--- config.mk ---
export PLATFORM = sky130hd
export DESIGN_NAME = vtf_ctrl
export DESIGN_NICKNAME = d
export VERILOG_FILES = /design/src/vtf_pkg.sv /design/src/vtf_ctrl.sv
export SDC_FILE = /design/constraint.sdc
export NUM_CORES = 1
export LEC_CHECK = 0
export BUFFER_PORTS_ARGS = -buffer_cell sky130_fd_sc_hd__buf_2
export CAP_MARGIN = 20
export CORE_AREA = 3 3 46 48
export DETAILED_ROUTE_END_ITERATION = 16
export DIE_AREA = 0 0 49 51
export HOLD_SLACK_MARGIN = 0.15
export PLACE_DENSITY = 0.63
export RECOVER_POWER = 100
export SKIP_CTS_REPAIR_TIMING = 1
export SYNTH_ARGS = -nofsm -noshare
export SYNTH_HDL_FRONTEND = slang
export SYNTH_SLANG_ARGS = --single-unit
--- constraint.sdc ---
create_clock -name clk_i -period 2.39 [get_ports clk_i]
set_input_delay 0.717 -clock clk_i [delete_from_list [all_inputs] [get_ports clk_i]]
set_output_delay 0.717 -clock clk_i [all_outputs]
set_load 0.005 [all_outputs]
--- src/vtf_pkg.sv ---
package vtf_pkg;

  // grid and list geometry
  localparam int GRID      = 16;
  localparam int MAX_CAMS  = 8;
  localparam int VOX_W     = 4;
  localparam int AXIS_W    = $clog2(GRID);
  localparam int VOX_AW    = 3 * AXIS_W;
  localparam int NVOX      = GRID * GRID * GRID;
  localparam int SLOT_W    = (MAX_CAMS > 1) ? $clog2(MAX_CAMS) : 1;
  localparam int LEN_W     = $clog2(MAX_CAMS + 1);
  localparam int LIST_AW   = VOX_AW + SLOT_W;
  localparam int NLIST     = 1 << LIST_AW;

  // field widths
  localparam int CAM_W     = 10;
  localparam int HIT_W     = 16;
  localparam int CNT_W     = 16;
  localparam int PIX_W     = 32;
  localparam int SIM_W     = 16;
  localparam int PT_W      = 32;
  localparam int DCAM_W    = 4;

  // averaging arithmetic
  localparam int PROD_W    = PT_W + CNT_W + 1;
  localparam int SUM_W     = PROD_W + 1;
  localparam int DVD_W     = SUM_W;
  localparam int DIV_W     = CNT_W + 1;
  localparam int DCNT_W    = $clog2(DVD_W + 1);
  localparam int CMP_W     = PIX_W + 3;

  // command codes
  localparam logic CMD_ADD  = 1'b0;
  localparam logic CMD_READ = 1'b1;

  typedef struct packed {
    logic                     cmd;
    logic [VOX_W-1:0]         vox_x;
    logic [VOX_W-1:0]         vox_y;
    logic [VOX_W-1:0]         vox_z;
    logic [CAM_W-1:0]         camera_id;
    logic signed [SIM_W-1:0]  similarity;
    logic [PIX_W-1:0]         pixel_size;
    logic signed [PT_W-1:0]   obs_x;
    logic signed [PT_W-1:0]   obs_y;
    logic signed [PT_W-1:0]   obs_z;
  } vtf_req_t;

  typedef struct packed {
    logic                     status;
    logic                     occupied;
    logic [CNT_W-1:0]         sample_count;
    logic signed [PT_W-1:0]   fused_x;
    logic signed [PT_W-1:0]   fused_y;
    logic signed [PT_W-1:0]   fused_z;
    logic [PIX_W-1:0]         best_pixel_size;
    logic signed [SIM_W-1:0]  best_similarity;
    logic [DCAM_W-1:0]        distinct_cameras;
    logic [HIT_W-1:0]         camera_hits;
  } vtf_rsp_t;

  // per-voxel track record as stored
  typedef struct packed {
    logic [CNT_W-1:0]         cnt;
    logic [PIX_W-1:0]         minp;
    logic signed [SIM_W-1:0]  mins;
    logic signed [PT_W-1:0]   px;
    logic signed [PT_W-1:0]   py;
    logic signed [PT_W-1:0]   pz;
    logic [LEN_W-1:0]         len;
  } vtf_rec_t;

  localparam int REC_W = $bits(vtf_rec_t);

  // one camera list entry
  typedef struct packed {
    logic [CAM_W-1:0]         cam;
    logic [HIT_W-1:0]         hits;
  } vtf_ent_t;

  localparam int ENT_W = $bits(vtf_ent_t);

  // datapath commands
  typedef enum logic [4:0] {
    OP_NONE,
    OP_CLEAR,
    OP_ACCEPT,
    OP_LOAD,
    OP_CREATE,
    OP_SCAN_RD,
    OP_SCAN_CHK,
    OP_BUMP,
    OP_FULL,
    OP_SHIFT_RD,
    OP_SHIFT_WR,
    OP_INSERT,
    OP_FUSE,
    OP_MUL,
    OP_DIV_START,
    OP_DIV_END,
    OP_AVG_MIN,
    OP_WRITE,
    OP_EMIT
  } vtf_op_e;

  // datapath status
  typedef struct packed {
    logic ok;
    logic is_read;
    logic vvalid;
    logic scan_done;
    logic found;
    logic full;
    logic shift_more;
    logic fuse_rep;
    logic fuse_avg;
    logic div_done;
    logic coord_last;
    logic clr_last;
    logic out_busy;
  } vtf_st_t;

endpackage

--- src/vtf_ctrl.sv ---
module vtf_ctrl (
  input  logic              clk_i,
  input  logic              rst_ni,
  input  logic              req_valid_i,
  output logic              req_ready_o,
  input  vtf_pkg::vtf_st_t  st_i,
  output vtf_pkg::vtf_op_e  op_o
);
  import vtf_pkg::*;

  typedef enum logic [4:0] {
    S_CLEAR, S_IDLE, S_RD, S_LOAD, S_SCAN, S_SCHK, S_POST, S_CREATE,
    S_SHRD, S_SHWR, S_INS, S_FUSE, S_MUL, S_DSTART, S_DWAIT, S_DEND,
    S_AVG, S_WRITE, S_EMIT
  } state_e;

  state_e state_q, state_d;

  // sequencing and command decode
  always_comb begin
    state_d = state_q;
    op_o    = OP_NONE;
    case (state_q)
      S_CLEAR: begin
        op_o = OP_CLEAR;
        if (st_i.clr_last) state_d = S_IDLE;
      end
      S_IDLE: begin
        if (req_valid_i) begin
          op_o    = OP_ACCEPT;
          state_d = S_RD;
        end
      end
      S_RD: begin
        state_d = st_i.ok ? S_LOAD : S_EMIT;
      end
      S_LOAD: begin
        op_o    = OP_LOAD;
        state_d = S_SCAN;
      end
      S_SCAN: begin
        if (!st_i.vvalid) begin
          state_d = st_i.is_read ? S_EMIT : S_CREATE;
        end else if (st_i.scan_done) begin
          state_d = S_POST;
        end else begin
          op_o    = OP_SCAN_RD;
          state_d = S_SCHK;
        end
      end
      S_SCHK: begin
        op_o    = OP_SCAN_CHK;
        state_d = S_SCAN;
      end
      S_POST: begin
        if (st_i.is_read) begin
          state_d = S_EMIT;
        end else if (st_i.found) begin
          op_o    = OP_BUMP;
          state_d = S_FUSE;
        end else if (st_i.full) begin
          op_o    = OP_FULL;
          state_d = S_FUSE;
        end else begin
          state_d = S_SHRD;
        end
      end
      S_CREATE: begin
        op_o    = OP_CREATE;
        state_d = S_WRITE;
      end
      S_SHRD: begin
        if (st_i.shift_more) begin
          op_o    = OP_SHIFT_RD;
          state_d = S_SHWR;
        end else begin
          state_d = S_INS;
        end
      end
      S_SHWR: begin
        op_o    = OP_SHIFT_WR;
        state_d = S_SHRD;
      end
      S_INS: begin
        op_o    = OP_INSERT;
        state_d = S_FUSE;
      end
      S_FUSE: begin
        op_o    = OP_FUSE;
        state_d = (st_i.fuse_avg && !st_i.fuse_rep) ? S_MUL : S_WRITE;
      end
      S_MUL: begin
        op_o    = OP_MUL;
        state_d = S_DSTART;
      end
      S_DSTART: begin
        op_o    = OP_DIV_START;
        state_d = S_DWAIT;
      end
      S_DWAIT: begin
        if (st_i.div_done) state_d = S_DEND;
      end
      S_DEND: begin
        op_o    = OP_DIV_END;
        state_d = st_i.coord_last ? S_AVG : S_MUL;
      end
      S_AVG: begin
        op_o    = OP_AVG_MIN;
        state_d = S_WRITE;
      end
      S_WRITE: begin
        op_o    = OP_WRITE;
        state_d = S_EMIT;
      end
      S_EMIT: begin
        if (!st_i.out_busy) begin
          op_o    = OP_EMIT;
          state_d = S_IDLE;
        end
      end
      default: begin
        state_d = S_IDLE;
      end
    endcase
  end

  always_ff @(posedge clk_i or negedge rst_ni) begin
    if (!rst_ni) begin
      state_q <= S_CLEAR;
    end else begin
      state_q <= state_d;
    end
  end

  assign req_ready_o = state_q == S_IDLE;

endmodule

==> results of run 1 <==
worst max-delay path, stage by stage (launching register included):
cell and delay (ns):
dfrtp_1 0.45, buf_4 0.20, nor2_1 0.22, and3_1 0.23
a21oi_1 0.08, o211ai_1 0.09, buf_2 0.13
power by group through the flow:
stage                     registers [mW]  logic (mW)  clock network, mW
after floorplan                    0.139       0.588                  0
after global placement             0.176       0.844                  0
after detailed placement           0.179       0.853                  0
after CTS                          0.178       0.854             0.0990
after global routing               0.189       0.947              0.107
final                              0.186       0.865             0.0963
cell type report:
cell class	instances	share of cell area [%]
Sequential cell	5	12.6
Multi-Input combinational cell	90	58.4
Timing Repair Buffer	35	22.5
Inverter	2	0.743
Tap cell	25	3.09
Clock buffer	4	2.60
how the worst max path moves through the flow:
stage / endpoint / depth (start not counted)
finish: op_o[1] / 6
global route: op_o[1] / 6
CTS: op_o[0] / 6
detailed placement: op_o[0] / 6
global placement: op_o[1] / 6
floorplan: op_o[0] / 4
cells in the mapped netlist (2+ instances only):
cell	n	area [um^2]
o21a_1	2	15.0
a31oi_1	2	12.5
o211ai_1	3	22.5
nor4b_1	3	26.3
nor2_1	9	33.8
dfrtp_1	5	125
nand3_1	3	15.0
o21ai_1	4	20.0
inv_1	2	7.51
nor3b_1	5	37.5
clkbuf_1	7	26.3
o21ai_0	2	10.0
mux2i_1	2	20.0
or3_1	5	31.3
xnor2_1	2	17.5
nor2b_1	5	31.3
nand2b_1	4	25.0
nand2_1	6	22.5
nor3_1	2	10.0
nor4bb_1	2	20.0
a21oi_1	7	35.0
logic make-up after synthesis:
group	Yosys count	share of synthesized area, %
multiplexers	2	2.64
XOR/XNOR	2	2.31
AND/OR/NAND/NOR	52	41.4
flip-flops	5	16.5
AO/OA/AOI/OAI	34	30.6
buffers and inverters	11	6.59
metal layers:
| metal | vias up | global-route usage (%) | part of all wire, % |
|---|---|---|---|
| li1 | 461 | - | - |
| met1 | 458 | 25.4 | 42 |
| met2 | 53 | 33.7 | 48 |
| met3 | 4 | 3.50 | 8.1 |
| met4 | 0 | 10.4 | 1.2 |
| met5 | - | 0 | 0 |
==> flow_summary_export.csv, run 1 <==
group,metric,value,unit
final_layout,largest_reg_flops,5,
detailed_routing,first_iter_violations,31,
final_layout,drive_gt1_share,31.6,%
placed_design,portBuffers,21,
floorplan,initial_core_util,43.5,%
final_layout,layout_common_cells,"buf_2 (19), buf_4 (13), nor2_1 (9)",
detailed_routing,post-route-drc-count,0,
floorplan,io_pins,22,
timing,tightest_slew,0.307,ns
power_and_ir_drop,vdd_drop_max,0.000444,V
synthesis,synth_async_sr_flop_share,100,%
power_and_ir_drop,p_leak,0.440,nW
timing,hold_violations,0,
synthesis,ys_seq_area_share,16.5,%
power_and_ir_drop,p_sw,0.537,mW
floorplan,die_area,2500,um^2
grt,grt_usage,20.3,%
power_and_ir_drop,power_frac_comb,75.4,%
timing,rsz0062_at_grt,"yes",
setup_path,worst-setup-path-type,"flop to output pin",
floorplan,die_h,51,um
setup_path,path_max_fanout,11,
timing,finalCriticalPeriod,2.36,ns
final_layout,n_fill_cell,179,
floorplan,chipWidth,49,um
timing,fmax,423,MHz
status,status,"finished clean",
detailed_routing,viasPerCell,6.06,
timing,fin_worst_skew,0.00423,ns
grt,antenna_found_initial,0,
grt,overflow,0,
detailed_routing,dr.pass1.iters,4,
synthesis,ys_ff_latch,5,
clock_network,cts_buffers,3,
timing,setup_viol,0,
timing,relSlewSlack,79.4,%
setup_path,timing.rr.end,"state_q[1]",
setup_path,ff2ff_setup_slack,0.67,ns
detailed_routing,routed_wl,2400,um
final_layout,largest_register,"state_q",
clock_network,clkLatencyLatePin,0.24,ns
synthesis,synth_edf_count,0,
synthesis,syn_inst,106,
power_and_ir_drop,intPower,0.610,mW
placed_design,placed_area,971,um^2
setup_path,critPathCaptureType,"output pin",
timing,whs,0.306,ns
setup_path,cp_data_required_time,1.67,ns
final_layout,reg_top3,"state_q (5)",
grt,grt_pass1_wl,3910,um
timing,period_share,98.9,%
setup_path,reg2reg_from,"state_q[3]",
timing,finalSetupTns,0,ns
final_layout,area_growth_syn_to_layout,33.1,%
timing,drv_slew,0,
synthesis,synth_nets,122,
detailed_routing,routedWlPerCell,14.9,um
clock_network,cts.path.max_buffers,2,
placed_design,place_inst,157,
floorplan,core,1750,um^2
clock_network,cts_num_sinks,5,
worst_hold_path,hp-class,"primary input to async pin",
detailed_routing,drt.antenna.violating_nets,0,
clock_network,cts_tree,"built",
final_layout,fin_cells,161,
power_and_ir_drop,total_power,1.15,mW
grt,grt_pass1_vias,880,
final_layout,regArea,128,um^2
placed_design,place.gp.congestion,0.929,
final_layout,layout.nets,153,
placed_design,dp_hpwl,1890,um
final_layout,num_antenna_cells,0,
final_layout,design_area,1010,um^2
timing,finalWorstSetupSlack,0.0259,ns
placed_design,place_ws,-0.0474,ns
final_layout,multi_input_area,591,um^2
clock_network,htree_levels,1,
synthesis,synth-main-ff-cell,"dfrtp_1",
grt,grt_max_degree,19,
setup_path,r2r_cells,5,
power_and_ir_drop,p_seq_share,16.2,%
final_layout,post-route-util,57.9,%
clock_network,cts.reportedPaths.clkPinSlew,0.04,ns
detailed_routing,routed-via-count,976,
synthesis,syn_area_per_cell,7.16,um^2
clock_network,cts_root_buffer,"clkbuf_4",
setup_path,critical_path.startpoint,"state_q[3]",
synthesis,yosys_warnings,0,
power_and_ir_drop,switching_share,46.8,%
synthesis,syn-cell-area,759,um^2
synthesis,synth.distinct_cells,45,
flow_run,maxCapViolCount,0,
power_and_ir_drop,p_per_area,1140,nW/um^2
floorplan,rows,15,
setup_path,startpoint_type,"flop",
power_and_ir_drop,clkPwrFrac,8.4,%
final_layout,layout_commonest_cell,"buf_2",
setup_path,cp.arrival,1.65,ns
Power figures use the tool's default switching activity.
==> run 2: changes to the inputs <==
- clock period: 2.39 -> 2.7 ns (I/O delays scaled with it)
==> run 2 against run 1 <==
Against the previous run: final area fell by 8.0%; register-to-register slack improved by 0.23 ns; die area did not move; critical path type is now primary input to output pin; largest power group unchanged; highest routed layer unchanged.
==> flow_summary_export.csv, run 2 (synthesis results as in run 1) <==
group,metric,value,unit
detailed_routing,wl_met2,1050,um
setup_path,path_max_fanout,5,
clock_network,cts_buffers,3,
worst_hold_path,hp-class,"primary input to async pin",
final_layout,drive_gt1_share,25.8,%
detailed_routing,dr_wl_met3,202,um
timing,setup_viol,0,
detailed_routing,first_iter_violations,48,
detailed_routing,viasPerCell,5.95,
grt,grt_pass1_wl,3880,um
floorplan,chipWidth,49,um
floorplan,die_area,2500,um^2
detailed_routing,routedWlPerCell,14.5,um
setup_path,ff2ff_setup_slack,0.90,ns
final_layout,layout.nets,145,
timing,hold_violations,0,
clock_network,cts_root_buffer,"clkbuf_4",
detailed_routing,routed-via-count,911,
timing,relSlewSlack,73.4,%
setup_path,cp_data_required_time,1.89,ns
setup_path,cp.arrival,1.75,ns
grt,grt_pass1_vias,862,
power_and_ir_drop,clkPwrFrac,10.0,%
setup_path,reg2reg_from,"state_q[3]",
final_layout,multi_input_area,591,um^2
timing,fin_worst_skew,0.00506,ns
timing,drv_slew,0,
setup_path,critPathCaptureType,"output pin",
power_and_ir_drop,power_frac_comb,71.5,%
timing,finalSetupTns,0,ns
setup_path,timing.rr.end,"state_q[1]",
detailed_routing,routed_wl,2220,um
setup_path,startpoint_type,"primary input",
detailed_routing,met1_length,944,um
power_and_ir_drop,switching_share,48.9,%
final_layout,regArea,126,um^2
final_layout,n_fill_cell,180,
power_and_ir_drop,p_seq_share,18.4,%
floorplan,initial_core_util,43.5,%
clock_network,cts_num_sinks,5,
setup_path,r2r_cells,5,
grt,overflow,0,
final_layout,layout_commonest_cell,"buf_2",
clock_network,cts_tree,"built",
clock_network,cts.path.max_buffers,2,
placed_design,place.gp.congestion,0.909,
power_and_ir_drop,total_power,0.929,mW
floorplan,die_h,51,um
final_layout,area_growth_syn_to_layout,22.4,%
detailed_routing,dr.pass1.iters,4,
setup_path,crit_end,"op_o[0]",
floorplan,io_pins,22,
grt,antenna_found_initial,0,
detailed_routing,drt.antenna.violating_nets,0,
placed_design,dp_hpwl,1670,um
final_layout,largest_reg_flops,5,
timing,fmax,390,MHz
final_layout,num_antenna_cells,0,
flow_run,maxCapViolCount,0,
power_and_ir_drop,vdd_drop_max,0.000393,V
final_layout,reg_top3,"state_q (5)",
clock_network,clkLatencyLatePin,0.26,ns
floorplan,rows,15,
detailed_routing,post-route-drc-count,0,
grt,grt_usage,19.5,%
final_layout,largest_register,"state_q",
clock_network,cts.reportedPaths.clkPinSlew,0.05,ns
status,status,"finished clean",
detailed_routing,routed.top_layer,"met4",
timing,period_share,95.0,%
power_and_ir_drop,p_sw,0.455,mW
grt,grt_max_degree,20,
placed_design,portBuffers,21,
final_layout,layout_common_cells,"buf_2 (17), nor2_1 (9), a21oi_1 (7)",
setup_path,critical_path.startpoint,"st_i[8]",
power_and_ir_drop,intPower,0.475,mW
floorplan,core,1750,um^2
timing,finalCriticalPeriod,2.56,ns
timing,rsz0062_at_grt,"no",
timing,tightest_slew,0.398,ns
power_and_ir_drop,p_per_area,1000,nW/um^2
setup_path,worst-setup-path-type,"primary input to output pin",
clock_network,htree_levels,1,
power_and_ir_drop,p_leak,0.391,nW
==> run 2: cell types whose count changed in the layout (fill, tap and decap cells not counted), moves of 2 or more <==
cell,change
buf_2,-2
buf_4,-7
clkbuf_2,+2
o21ai_0,+2
o21ai_1,-2
==> run 2: worst min-delay path by stage <==
stage                     startpoint          to  slack [ns]  cells past startpoint
final                         rst_ni  state_q[3]        0.39                      1
after global routing          rst_ni  state_q[3]        0.42                      1
after CTS                     rst_ni  state_q[0]        0.36                      1
after detailed placement  state_q[4]  state_q[3]        0.61                      1
after global placement    state_q[4]  state_q[3]        0.61                      1
after floorplan               rst_ni  state_q[0]        0.51                      0
==> run 2: metrics by stage <==
step | utilization (%) | cell area, um^2 | std cells | setup WS, ns | hold WS, ns
floorplan | - | 759 | 106 | 0.385 | 0.514
global placement | 51.5 | 898 | 149 | 0.0748 | 0.605
detailed placement | 51.5 | 898 | 149 | 0.0755 | 0.608
CTS | 53.0 | 925 | 153 | 0.00579 | 0.355
global route | 53.3 | 930 | 153 | 0.0517 | 0.417
finish | 53.3 | 930 | 153 | 0.136 | 0.386
==> run 2: metal layers <==
metal	up-vias	GRT usage (%)
met2	43	30.5
met3	2	2.33
met1	420	26.0
met5	-	0
li1	446	-
met4	0	10.4
==> run 2: layout make-up <==
| class | instances | area share [%] |
|---|---|---|
| flip-flops and latches | 5 | 13.6 |
| inverters | 2 | 0.808 |
| clock buffers | 4 | 2.83 |
| multi-input cells | 90 | 63.5 |
| well taps | 25 | 3.36 |
| repair buffers | 27 | 15.9 |
==> run 2: critical path, stage by stage <==
cell	delay, ns
buf_2	0.12
nor4b_2	0.20
a21oi_1	0.05
or3_1	0.33
o211ai_1	0.10
clkbuf_2	0.14
==> run 2: power by group through the flow <==
| stage | logic, mW | clock network [mW] | registers [mW] |
|---|---|---|---|
| after floorplan | 0.520 | 0 | 0.123 |
| after global placement | 0.661 | 0 | 0.168 |
| after detailed placement | 0.665 | 0 | 0.167 |
| after CTS | 0.667 | 0.0940 | 0.166 |
| after global routing | 0.741 | 0.0973 | 0.179 |
| final | 0.665 | 0.0931 | 0.171 |
==> run 3: changes to the inputs <==
- CORE_AREA: 3 3 46 48 -> 3 3 43 45
- DIE_AREA: 0 0 49 51 -> 0 0 46 48
- PLACE_DENSITY: 0.63 -> 0.82
==> run 3 against run 2 <==
Against the previous run: core utilization grew 8.4 points; count of clock-buffer cells in the layout is the same; final area is the same; first-iteration DRC count shrank 50%; sequential power grew 11%; global-route usage grew 1.7 points; sequential share of layout area grew 0.13 points; die area shrank 12%; routed wire length is essentially flat; combinational power is essentially flat.
==> flow_summary_export.csv, run 3 (synthesis results as in run 1) <==
group,metric,value,unit
final_layout,layout_common_cells,"buf_2 (16), nor2_1 (9), buf_4 (8)",
timing,setup_viol,0,
grt,grt_pass1_vias,823,
timing,period_share,96.6,%
status,status,"finished clean",
final_layout,drive_gt1_share,25.2,%
clock_network,clkLatencyLatePin,0.25,ns
setup_path,startpoint_type,"primary input",
power_and_ir_drop,total_power,0.945,mW
setup_path,ff2ff_setup_slack,0.86,ns
final_layout,n_fill_cell,146,
worst_hold_path,hp-class,"primary input to async pin",
detailed_routing,dr.pass1.iters,4,
detailed_routing,drt.antenna.violating_nets,0,
clock_network,cts_tree,"built",
power_and_ir_drop,vdd_drop_max,0.000480,V
setup_path,path_buf_inv,2,
grt,grt_max_degree,21,
setup_path,cpMaxStageDelayCell,"or3_1",
final_layout,layout_commonest_cell,"buf_2",
grt,met1_usage,27.3,%
setup_path,cp_data_required_time,1.89,ns
clock_network,cts.path.max_buffers,2,
final_layout,fin_cells,147,
setup_path,r2r_cells,5,
placed_design,place_ws,0.106,ns
clock_network,cts_num_sinks,5,
placed_design,portBuffers,21,
setup_path,slowest_delay,0.33,ns
clock_network,cts_root_buffer,"clkbuf_4",
timing,whs,0.393,ns
setup_path,timing.rr.end,"state_q[1]",
power_and_ir_drop,p_leak,0.392,nW
clock_network,htree_levels,1,
floorplan,chipWidth,46,um
final_layout,num_antenna_cells,0,
placed_design,place.gp.congestion,0.942,
final_layout,area_growth_syn_to_layout,22.4,%
clock_network,cts_buffers,3,
setup_path,critPathTopFamily,"simple AND/OR/NAND/NOR gates",
timing,rsz0062_at_grt,"no",
setup_path,critPathCaptureType,"output pin",
detailed_routing,viasPerCell,6.47,
placed_design,placed_area,910,um^2
floorplan,initial_core_util,50.4,%
floorplan,core,1510,um^2
floorplan,io_pins,22,
grt,use_met3,0,%
grt,antenna_found_initial,0,
final_layout,layout.nets,148,
grt,grt_use_met2,39.3,%
setup_path,path_max_fanout,5,
clock_network,cts.reportedPaths.clkPinSlew,0.05,ns
placed_design,dp_hpwl,1690,um
grt,overflow,0,
setup_path,cp.arrival,1.80,ns
final_layout,design_area,930,um^2
detailed_routing,routed_wl,2220,um
floorplan,die_h,48,um
setup_path,reg2reg_from,"state_q[4]",
detailed_routing,routed-via-count,951,
power_and_ir_drop,p_per_area,1020,nW/um^2
timing,tightest_slew,0.328,ns
detailed_routing,routedWlPerCell,15.1,um
final_layout,reg_top3,"state_q (5)",
timing,finalSetupTns,0,ns
grt,grt_usage,21.2,%
timing,drv_slew,0,
grt,grt_pass1_wl,3510,um
timing,fmax,383,MHz
final_layout,largest_register,"state_q",
detailed_routing,first_iter_violations,24,
placed_design,place_inst,143,
timing,finalCriticalPeriod,2.61,ns
final_layout,post-route-util,61.7,%
timing,hold_violations,0,
grt,busiest_layer,"met2",
setup_path,worst-setup-path-type,"primary input to output pin",
flow_run,maxCapViolCount,0,
floorplan,die_area,2210,um^2
timing,fin_worst_skew,0.00629,ns
timing,finalWorstSetupSlack,0.0911,ns
detailed_routing,post-route-drc-count,0,
final_layout,largest_reg_flops,5,
floorplan,rows,14,
setup_path,cp_cell_sequence,"buf_2, nor4b_1, a21oi_1, or3_1, o211ai_1, clkbuf_2",
timing,relSlewSlack,78.0,%
[run 3: power breakdown]
part | total, mW | switching [mW] | internal [mW]
logic | 0.665 | 0.348 | 0.317
clock network | 0.0898 | 0.0337 | 0.0561
registers | 0.190 | 0.0826 | 0.108
[run 3: area by class of cell]
| type | instances | area, um^2 | area share [%] |
|---|---|---|---|
| Clock buffer | 4 | 26.3 | 2.83 |
| Inverter | 2 | 7.51 | 0.808 |
| Multi-Input combinational cell | 90 | 584 | 62.9 |
| Sequential cell | 5 | 128 | 13.7 |
| Tap cell | 16 | 20.0 | 2.15 |
| Timing Repair Buffer | 30 | 164 | 17.6 |
[run 3: routing by layer]
metal / up-vias / wire length [um]
li1: 461 / -
met1: 449 / 965
met2: 39 / 1120
met3: 2 / 113
met4: 0 / 23
met5: - / 0
[run 3: worst max path at each step]
stage | to | cells past startpoint | start | slack, ns
3_5_place_dp | op_o[1] | 6 | st_i[8] | 0.11
2_1_floorplan | op_o[0] | 4 | st_i[11] | 0.38
3_3_place_gp | op_o[1] | 6 | st_i[11] | 0.1
5_1_grt | op_o[3] | 6 | state_q[4] | 0.02
6_report | op_o[0] | 6 | st_i[8] | 0.09
4_1_cts | op_o[1] | 5 | state_q[0] | 0.04
[run 3: worst reg2reg max path: stages (launching register included)]
cell and delay [ns]:
dfrtp_1 0.49, buf_4 0.22, or3_1 0.42, or4_1 0.44, nand2_1 0.09, a21oi_1 0.05
